$ cat src/hdl/bpsm_pkg.sv
`timescale 1ns / 1ps
`default_nettype none

package bpsm_pkg;

  // Fixed field widths
  localparam int ADDR_W        = 48;
  localparam int HIT_W         = 9;
  localparam int LEN_W         = 5;
  localparam int CFG_W         = 64;
  localparam int PADDR_W       = 5;
  localparam int PATTERN_BYTES = 16;

  // Defaults for the top-level parameters
  localparam int DEF_MAX_PATTERN_BYTES = 16;
  localparam int DEF_MAX_HIT_COUNT     = 256;

  // Register map, one 64-bit register every 8 bytes
  typedef enum logic [1:0] {
    REG_PAT_LO  = 2'd0,
    REG_PAT_HI  = 2'd1,
    REG_PAT_LEN = 2'd2,
    REG_HIT_LIM = 2'd3
  } reg_index_t;

  // Per-cell control: shift strobe and whether the cell takes part in the compare
  typedef struct packed {
    logic shift;
    logic used;
  } cell_ctrl_t;

  // Pattern byte by position; positions past the sixteenth read as zero
  function automatic logic [7:0] pattern_byte(input logic [8*PATTERN_BYTES-1:0] pat,
                                              input int unsigned idx);
    logic [7:0] b;
    b = 8'd0;
    if (idx < PATTERN_BYTES) begin
      b = pat[{idx[3:0], 3'b000} +: 8];
    end
    return b;
  endfunction

endpackage

`default_nettype wire

$ cat src/hdl/bpsm_cell.sv
`timescale 1ns / 1ps
`default_nettype none

// One window position: holds a byte, passes it on, and flags a compare hit
module bpsm_cell
  import bpsm_pkg::*;
(
  input  wire logic       clk,
  input  wire cell_ctrl_t ctrl,
  input  wire logic [7:0] byte_in,
  input  wire logic [7:0] pat_byte,
  output logic      [7:0] byte_out,
  output logic            eq
);

  logic [7:0] held;

  // Shift in the neighbour's byte and compare it with this cell's pattern byte
  always_ff @(posedge clk) begin
    if (ctrl.shift) begin
      held <= byte_in;
      eq   <= !ctrl.used || (byte_in == pat_byte);
    end
  end

  assign byte_out = held;

endmodule

`default_nettype wire

$ cat src/hdl/byte_pattern_stream_matcher.sv
// A match is registered in the compare cells and stage 1, then its result in the output register.
// Throughput: one byte per cycle unless the output stalls; each byte shifts through a chain of compare cells in step.
// The output register lets a new byte in while a result waits to be taken.
// Reset (rst, synchronous): clears the hit count, segment fill and pipeline valids,
// and returns the registers to pattern zero, length 1, hit limit 256. No clearing pass.
`timescale 1ns / 1ps
`default_nettype none

module byte_pattern_stream_matcher
  import bpsm_pkg::*;
#(
  parameter int MAX_PATTERN_BYTES = DEF_MAX_PATTERN_BYTES,
  parameter int MAX_HIT_COUNT     = DEF_MAX_HIT_COUNT
) (
  input  wire logic               clk,
  input  wire logic               rst,
  // configuration port
  input  wire logic               psel,
  input  wire logic               penable,
  input  wire logic               pwrite,
  input  wire logic [PADDR_W-1:0] paddr,
  input  wire logic [CFG_W-1:0]   pwdata,
  output logic      [CFG_W-1:0]   prdata,
  output logic                    pready,
  // input channel
  input  wire logic               in_valid,
  output logic                    in_ready,
  input  wire logic [7:0]         data_byte,
  input  wire logic [ADDR_W-1:0]  byte_address,
  input  wire logic               segment_first,
  // result channel
  output logic                    out_valid,
  input  wire logic               out_ready,
  output logic      [ADDR_W-1:0]  match_address,
  output logic      [HIT_W-1:0]   hit_number
);

  localparam int FILL_W = $clog2(MAX_PATTERN_BYTES + 1);

  logic [CFG_W-1:0] pat_lo;
  logic [CFG_W-1:0] pat_hi;
  logic [LEN_W-1:0] pat_len;
  logic [HIT_W-1:0] hit_lim;

  logic              cfg_wr;
  reg_index_t        cfg_idx;
  logic [FILL_W-1:0] len_eff;
  logic [HIT_W-1:0]  lim_eff;

  logic              accept;
  logic [FILL_W-1:0] fill;
  logic [FILL_W-1:0] fill_base;
  logic [FILL_W-1:0] fill_next;

  logic [7:0]                   win [MAX_PATTERN_BYTES];
  logic [MAX_PATTERN_BYTES-1:0] eq_vec;

  logic              s1_valid;
  logic              s1_len_ok;
  logic [ADDR_W-1:0] s1_addr;
  logic              s1_take;
  logic              emit;
  logic [HIT_W-1:0]  hits;

  // Register access
  assign pready  = 1'b1;
  assign cfg_wr  = psel && penable && pwrite;
  assign cfg_idx = reg_index_t'(paddr[4:3]);

  always_ff @(posedge clk) begin
    if (rst) begin
      pat_lo  <= '0;
      pat_hi  <= '0;
      pat_len <= LEN_W'(1);
      hit_lim <= HIT_W'(256);
    end else if (cfg_wr) begin
      case (cfg_idx)
        REG_PAT_LO:  pat_lo  <= pwdata;
        REG_PAT_HI:  pat_hi  <= pwdata;
        REG_PAT_LEN: pat_len <= pwdata[LEN_W-1:0];
        REG_HIT_LIM: hit_lim <= pwdata[HIT_W-1:0];
        default: ;
      endcase
    end
  end

  always_comb begin
    case (cfg_idx)
      REG_PAT_LO:  prdata = pat_lo;
      REG_PAT_HI:  prdata = pat_hi;
      REG_PAT_LEN: prdata = CFG_W'(pat_len);
      REG_HIT_LIM: prdata = CFG_W'(hit_lim);
      default:     prdata = '0;
    endcase
  end

  // Clamp length to 1..MAX_PATTERN_BYTES and limit to MAX_HIT_COUNT
  always_comb begin
    if (pat_len == '0) begin
      len_eff = FILL_W'(1);
    end else if (32'(pat_len) > MAX_PATTERN_BYTES) begin
      len_eff = FILL_W'(MAX_PATTERN_BYTES);
    end else begin
      len_eff = FILL_W'(pat_len);
    end
    if (32'(hit_lim) > MAX_HIT_COUNT) begin
      lim_eff = HIT_W'(MAX_HIT_COUNT);
    end else begin
      lim_eff = hit_lim;
    end
  end

  // Handshake: stage 1 drains whenever the output register is free or being emptied
  assign s1_take  = !out_valid || out_ready;
  assign in_ready = !s1_valid || s1_take;
  assign accept   = in_valid && in_ready;

  // Segment fill, saturating at the window depth
  always_comb begin
    fill_base = segment_first ? '0 : fill;
    if (32'(fill_base) < MAX_PATTERN_BYTES) begin
      fill_next = fill_base + FILL_W'(1);
    end else begin
      fill_next = fill_base;
    end
  end

  always_ff @(posedge clk) begin
    if (rst) begin
      fill <= '0;
    end else if (accept) begin
      fill <= fill_next;
    end
  end

  // Window: cell k holds the byte k places back; it is checked against
  // pattern byte (len - 1 - k) when k lies inside the pattern
  for (genvar k = 0; k < MAX_PATTERN_BYTES; k++) begin : g_cell
    cell_ctrl_t ctrl;
    logic [7:0] pbyte;
    logic [7:0] bin;

    assign ctrl.shift = accept;
    assign ctrl.used  = 32'(len_eff) > k;
    assign pbyte      = pattern_byte({pat_hi, pat_lo}, 32'(len_eff) - 32'd1 - k);

    if (k == 0) begin : g_head
      assign bin = data_byte;
    end else begin : g_body
      assign bin = win[k-1];
    end

    bpsm_cell u_cell (
      .clk      (clk),
      .ctrl     (ctrl),
      .byte_in  (bin),
      .pat_byte (pbyte),
      .byte_out (win[k]),
      .eq       (eq_vec[k])
    );
  end

  // Stage 1: compare flags sit in the cells, fill check and address here
  always_ff @(posedge clk) begin
    if (rst) begin
      s1_valid <= 1'b0;
    end else if (in_ready) begin
      s1_valid <= in_valid;
    end
  end

  always_ff @(posedge clk) begin
    if (accept) begin
      s1_len_ok <= fill_next >= len_eff;
      s1_addr   <= byte_address;
    end
  end

  // Hit limit check and output register
  assign emit = s1_valid && s1_take && s1_len_ok && (&eq_vec) && (hits < lim_eff);

  always_ff @(posedge clk) begin
    if (rst) begin
      out_valid <= 1'b0;
      hits      <= '0;
    end else begin
      // a new result reloads the register, otherwise a transfer empties it
      if (emit) begin
        out_valid <= 1'b1;
        hits      <= hits + HIT_W'(1);
      end else if (out_ready) begin
        out_valid <= 1'b0;
      end
    end
  end

  always_ff @(posedge clk) begin
    if (emit) begin
      match_address <= s1_addr - ADDR_W'(len_eff - FILL_W'(1));
      hit_number    <= hits + HIT_W'(1);
    end
  end

endmodule

`default_nettype wire

$ cat config.mk
export PLATFORM = sky130hd
export DESIGN_NAME = byte_pattern_stream_matcher
export DESIGN_NICKNAME = d
export VERILOG_FILES = /design/src/hdl/bpsm_pkg.sv /design/src/hdl/bpsm_cell.sv /design/src/hdl/byte_pattern_stream_matcher.sv
export SDC_FILE = /design/constraint.sdc
export NUM_CORES = 1
export LEC_CHECK = 0
export ABC_AREA = 0
export BUFFER_PORTS_ARGS = -buffer_cell sky130_fd_sc_hd__buf_2
export CELL_PAD_IN_SITES_DETAIL_PLACEMENT = 0
export CELL_PAD_IN_SITES_GLOBAL_PLACEMENT = 2
export CORE_UTILIZATION = 38
export DETAILED_ROUTE_END_ITERATION = 6
export PLACE_DENSITY = 0.83
export SYNTH_ARGS = -nofsm -noshare
export SYNTH_HDL_FRONTEND = slang
export SYNTH_HIERARCHICAL = 1
export SYNTH_SLANG_ARGS = --single-unit
$ cat constraint.sdc
create_clock -name clk -period 12.7 [get_ports clk]
set_input_delay 0 -clock clk [delete_from_list [all_inputs] [get_ports clk]]
set_output_delay 0 -clock clk [all_outputs]
set_load 0.02 [all_outputs]
[After elaboration in Yosys (flattened, before gate mapping)]
Cells that the tools add are included.
Word-level totals
  logic and storage cells: 210
  bits in registers: 400
  bits of input ports: 133
Cells by class
  shifts and indexed selects: 16
  equality and inequality tests: 19
  multiplexer cells: 24
  add/sub/neg operators: 20
  $lt $le $gt $ge: 37
  reductions and logical operators: 51
Operator list (number)
  128-bit by 8-bit indexed part select with 8-bit output: 16
  32-bit by 5-bit less-than comparator with 1-bit output, second input constant: 16
  64-bit case mux with 4 select lines: 1
  32-bit by 4-bit subtractor with 32-bit output, second input constant: 7
  8-bit equality test: 16
  8-bit two-way mux: 16
  32-bit by 3-bit subtractor with 32-bit output, second input constant: 4
  32-bit by 2-bit subtractor with 32-bit output, second input constant: 2
  48-bit subtractor: 1
  5-bit by 4-bit > comparator with 1-bit output, second input constant: 8
  32-bit by 1-bit subtractor with 32-bit output, second input constant: 1
  5-bit by 3-bit > comparator with 1-bit output, second input constant: 4
  5-bit two-way mux: 4
  1-bit logical NOT: 18
  1-bit logical OR: 18
  16-bit AND reduction: 1
  5-bit by 1-bit subtractor with 6-bit output, second input constant: 2
  5-bit by 1-bit > comparator with 1-bit output, second input constant: 2
  5-bit by 2-bit > comparator with 1-bit output, second input constant: 2
  9-bit by 1-bit adder with 9-bit output, second input constant: 1
  9-bit > comparator, second input constant: 1
  9-bit less-than comparator: 1
  9-bit two-way mux: 1
  2-bit AND reduction: 4
  12 further kinds: 20

[Logic depth before layout (Yosys ltp)]
  depth after elaboration: 9
  depth in mapped cells: 29
  gate-level depth less buffers: 24

[By module]
Netlist, hierarchy kept.
By module, submodules not included
  byte_pattern_stream_matcher: cells an instance 3001, area each 23204.8 um^2, instances 1
  bpsm_cell: cells an instance 20, area each 357.8 um^2, instances 16

[Worst setup path before layout]
OpenSTA, ideal clock, no wires.
  kind: reg2reg
  start: register pat_len[4]
  end: register match_address[37], data pin
  cell stages (with the launch flop): 28
  arrival: 9.097 ns
  library setup time: 0.262 ns
  setup slack: 3.341 ns
  period minus slack after synthesis: 9.359 ns
  cell sequence: dfxtp_1 buf_4 inv_1 buf_2 nand2_1 clkbuf_1 clkbuf_1 clkbuf_1 ha_1 nor2b_1 o221a_4 nor2_8 inv_4 buf_2 buf_2 buf_1 ha_1 clkbuf_1 a21o_1 a31o_2 maj3_2 a2111o_1 o31ai_4 o21ai_2 and3_4 a211o_1 o221ai_2 xnor2_1
On the way
  word-level cells in the longest chain between the ends: 5
  elaborated cells on any way between the ends: 6
  those cells by class: add/sub: 2; order compare: 1; mux: 2; reduce/logical: 1
RTL lines
  from (decl): RTL line byte_pattern_stream_matcher.sv:42  | logic [LEN_W-1:0] pat_len;
  from (signal assigned): RTL line byte_pattern_stream_matcher.sv:80  | REG_PAT_LEN: pat_len <= pwdata[LEN_W-1:0];
  5-bit > comparator: RTL line byte_pattern_stream_matcher.sv:101  | end else if (32'(pat_len) > MAX_PATTERN_BYTES) begin
  5-bit two-way mux: RTL line byte_pattern_stream_matcher.sv:101
  5-bit two-way mux (*): RTL line byte_pattern_stream_matcher.sv:99  | if (pat_len == '0) begin
  5-bit by 1-bit subtractor with 6-bit output (*): RTL line byte_pattern_stream_matcher.sv:199  | match_address <= s1_addr - ADDR_W'(len_eff - FILL_W'(1));
  48-bit subtractor (*): RTL line byte_pattern_stream_matcher.sv:199
  to (signal assigned): RTL line byte_pattern_stream_matcher.sv:199
  to (decl): RTL line byte_pattern_stream_matcher.sv:34  | output logic [ADDR_W-1:0] match_address,
Mark *: on every way between the ends. The rest lies on a longest branch, timed or not.
A chain may end at the register's enable or synchronous reset.

[Final worst setup path]
  start: register pat_len[3]
  end: register g_cell[2].u_cell.eq, data pin
On the way
  word-level cells in the longest chain between the ends: 9
  elaborated cells on any way between the ends: 13
  those cells by class: add/sub: 2; order compare: 3; eq/ne: 1; shift: 1; mux: 3; reduce/logical: 3
RTL lines
  5-bit > comparator: RTL line byte_pattern_stream_matcher.sv:101
  5-bit two-way mux: RTL line byte_pattern_stream_matcher.sv:101
  5-bit two-way mux (*): RTL line byte_pattern_stream_matcher.sv:99
  5-bit by 1-bit subtractor with 6-bit output (*): RTL line byte_pattern_stream_matcher.sv:145  | assign pbyte = pattern_byte({pat_hi, pat_lo}, 32'(len_eff) - 32'd1 - k);
  32-bit by 2-bit subtractor with 32-bit output (*): RTL line byte_pattern_stream_matcher.sv:145
  32-bit by 5-bit less-than comparator with 1-bit output / 128-bit by 8-bit indexed part select with 8-bit output (equally long branches): RTL line bpsm_pkg.sv:37, bpsm_pkg.sv:38
  8-bit two-way mux (*): RTL line bpsm_pkg.sv:37  | if (idx < PATTERN_BYTES) begin
  net g_cell[2].pbyte[7]: RTL line byte_pattern_stream_matcher.sv:140  | logic [7:0] pbyte;
  8-bit equality test (*): RTL line bpsm_cell.sv:22  | eq <= !ctrl.used || (byte_in == pat_byte);
  1-bit logical OR (*): RTL line bpsm_cell.sv:22
  to (signal assigned): RTL line bpsm_cell.sv:22
  to (decl): RTL line bpsm_cell.sv:13  | output logic eq
The timed path passes the listed nets; every way through them passes the cells marked *.

==> summary.md <==
| Metric | Value |
|---|---|
| Crit. End Element | flop |
| Cell repeated most along the worst path | ha_1 |
| P_leak | 13.3 nW |
| Clock Tree Root | clkbuf_16 |
| DR vias/cell | 5.60 |
| CP arrival | 7.67 ns |
| Number of hold buffers added after cts | between 100 and 150 |
| Fin crit share | 56.8% |
| Post-CTS setup buffer count | 0 |
| Final setup fails | 0 |
| Mean cell area of the mapped netlist | just under 9 µm² |
| Status | finished, final reports clean |
| Clock Path Buffers | 3 |
| Chip height | 277 µm |
| Sequential Power Share | 42.6% |
| DRC Markers | 0 |
| Worst hold slack | around 0.021 ns |
| Sw frac | 28.7% |
| Clock power share | 40.7% |
| Tot GR Track Use | 26.2% |
| CP max stage cell | clkinv_1 |
| Comb pwr share | about 17% |
| Starting DRT DRC Count | 2077 |
| Area Overhead vs Synth | 17.1% |
| Power Internal | ~2.5 mW |
| DIE AREA | approximately 77000 µm² |
| Max Slew Vio Count | 0 |
| Initial Utilization | approximately two fifths |
| Port Buffers | about 250 |
| Max_slew headroom | 12.8% |
| CP Launch Type | flop |
| CTS tree | yes |
| Pwr Total | roughly 3.5 mW |
| DR pass1 iterations | 5 |
| Clock Latency Late Sink | approximately 0.63 ns |
| Worst Path Max Fanout | 33 |
| Slew @ Worst Pin | 1.30 ns |
| First-pass GRT wire length | 154000 µm |
| Grt total ovfl | 0 |
| Horiz. Die Dim | between 200 and 300 µm |
| Final net count | 3865 |
| N_diodes | 0 |
| Vias in the first global route | roughly 25000 |
| Placeable Area | around 75000 µm² |
| Mapped Nets | between 3000 and 4000 |
| Total CTS buffers | 49 |
| Cell Chain, Critical Path | nand2b_2, ha_1, clkinv_1, nor2_8, buf_4, nor2_2, buf_4, nand3_1, inv_1, ha_1, o21ai_0, ha_1, nor4b_1, nand4b_1, or4_1, nor2_1, and3_1, xnor2_1, nand4_1, o21ai_1 |
| Critical Path RT | 13.16 ns |
| Setup TNS | 0 ns |
| Rows | 100 |
| Peak VDD IR | 0.0826 mV |
| Clock Skew | 0.0476 ns |
| Unrepaired setup endpoints after global routing | no |
| Initial antenna violation count | 0 |
| Pwr dens | ~100 nW/µm² |
| Hold crit path type | input port to flop |
| WL per Instance | 22.7 µm |
| # IOs | 257 |
| Worst-path clk slew | about 0.060 ns |
| Share of cells above drive strength 1 | 11.9% |
| Max stage delay on crit path | 0.87 ns |
| Largest net degree at the start of global routing | 91 |
| Post-Synthesis Cells | about 3300 |
| Max cap viols | 0 |
| Num Clock Sinks | 400 |
| Fmax | around 140 MHz |
| H-tree levels | 2 |
| Gpl congestion | 1.01 |
| Post-DP HPWL | 77900 µm |
| Minimum clock period | 7.22 ns |
| Post-cts sizing count | 0 |
| Crit path kind | flop to flop |
| WL final | roughly 100000 µm |
| Post-route antenna net violation count | 0 |
| Final Hold Viols | 0 |
| Sw Pwr | 1.00 mW |
| WP buf/inv | 4 |
| Family with the most delay on the worst path | simple AND/OR/NAND/NOR gates |
| Mapped cell area | 28700 µm² |
| DR vias | ~26000 |
| Ys Warns | 6 |
[worst reg2reg max path, cell delays in order (launching register included)]
cell and delay (ns):
dfxtp_1 0.43, nand2b_2 0.54, ha_1 0.83, clkinv_1 0.88, nor2_8 0.32, buf_4 0.44
nor2_2 0.09, buf_4 0.26, nand3_1 0.20, inv_1 0.11, ha_1 0.23, o21ai_0 0.11
ha_1 0.27, nor4b_1 0.34, nand4b_1 0.14, or4_1 0.42, nor2_1 0.62, and3_1 0.31
xnor2_1 0.13, nand4_1 0.18, o21ai_1 0.21
[area by class of cell]
class | count | area, µm²
multi-input cells | 2664 | 17400
flip-flops and latches | 400 | 10400
fillers | 7289 | 41000
repair buffers | 414 | 2810
inverters | 38 | 149
clock inverters | 24 | 256
clock buffers | 65 | 1380
well taps | 969 | 1210
[metal layers]
layer	GRT usage [%]	vias to the layer above	part of all wire (%)
met2	44.1	825	47
met5	0	-	0
met3	2.70	160	5.4
li1	-	12200	-
met4	11.7	0	4.6
met1	34.1	12400	43
[path summary, 6_finish.rpt]
| check | from | end | slack (ns) | cells after the start |
|---|---|---|---|---|
| worst max-delay path | pat_len[3] | g_cell[2].u_cell/eq | 5.48 | 20 |
| worst min-delay path | pwrite | pat_lo[8] | 0.02 | 5 |
| worst max register to register | pat_len[3] | g_cell[2].u_cell/eq | 5.48 | 20 |
| worst min register to register | g_cell[13].u_cell/byte_out[0] | g_cell[14].u_cell/byte_out[0] | 0.47 | 0 |
[cell usage in the layout (no fill, tap or decap), types with 16 or more instances in the layout]
cell           instances
edfxtp_1             242
and2_1                32
a31oi_1               79
and3_1               176
nor2b_1               21
nand3_1               50
xnor2_1              192
mux2i_1              344
ha_1                 163
dlygate4sd3_1        129
a21o_1                37
buf_4                 35
nand2_1              821
o21ai_1               22
nand4_1               52
inv_1                 29
nor4_1                16
buf_2                250
dfxtp_1              158
a211oi_1              30
a21oi_1              193
clkbuf_16             50
o21ai_0               57
nor3_1                20
xor2_1                26
nor2_1               155
[power groups by stage]
stage	Combinational, mW	Clock (mW)	Sequential, mW
global placement	0.532	0	1.51
finish	0.581	1.42	1.49
CTS	0.582	1.45	1.49
floorplan	0.393	0	1.50
global route	0.642	1.50	1.49
detailed placement	0.548	0	1.51
[registers in the layout (all words and copies together) (netlist names)]
| signal | flops |
|---|---|
| hit_lim | 9 |
| hit_number | 9 |
| out_valid | 1 |
| fill | 5 |
| s1_addr | 48 |
| pat_hi | 64 |
| match_address | 48 |
| g_cell.u_cell/eq | 16 |
| g_cell.u_cell/byte_out | 120 |
| pat_len | 5 |
| hits | 9 |
| s1_valid | 1 |
| s1_len_ok | 1 |
| pat_lo | 64 |
[through the flow]
step,area (µm²),instances,utilization [%],worst slack [ns]
floorplan,28700,3313,-,3.34
global placement,30700,4356,41.1,5.77
detailed placement,30700,4356,41.1,5.61
CTS,33600,4574,45.1,5.54
global route,33600,4574,45.1,4.98
finish,33600,4574,45.1,5.48
Note: power is estimated with default switching activity, not from simulation.
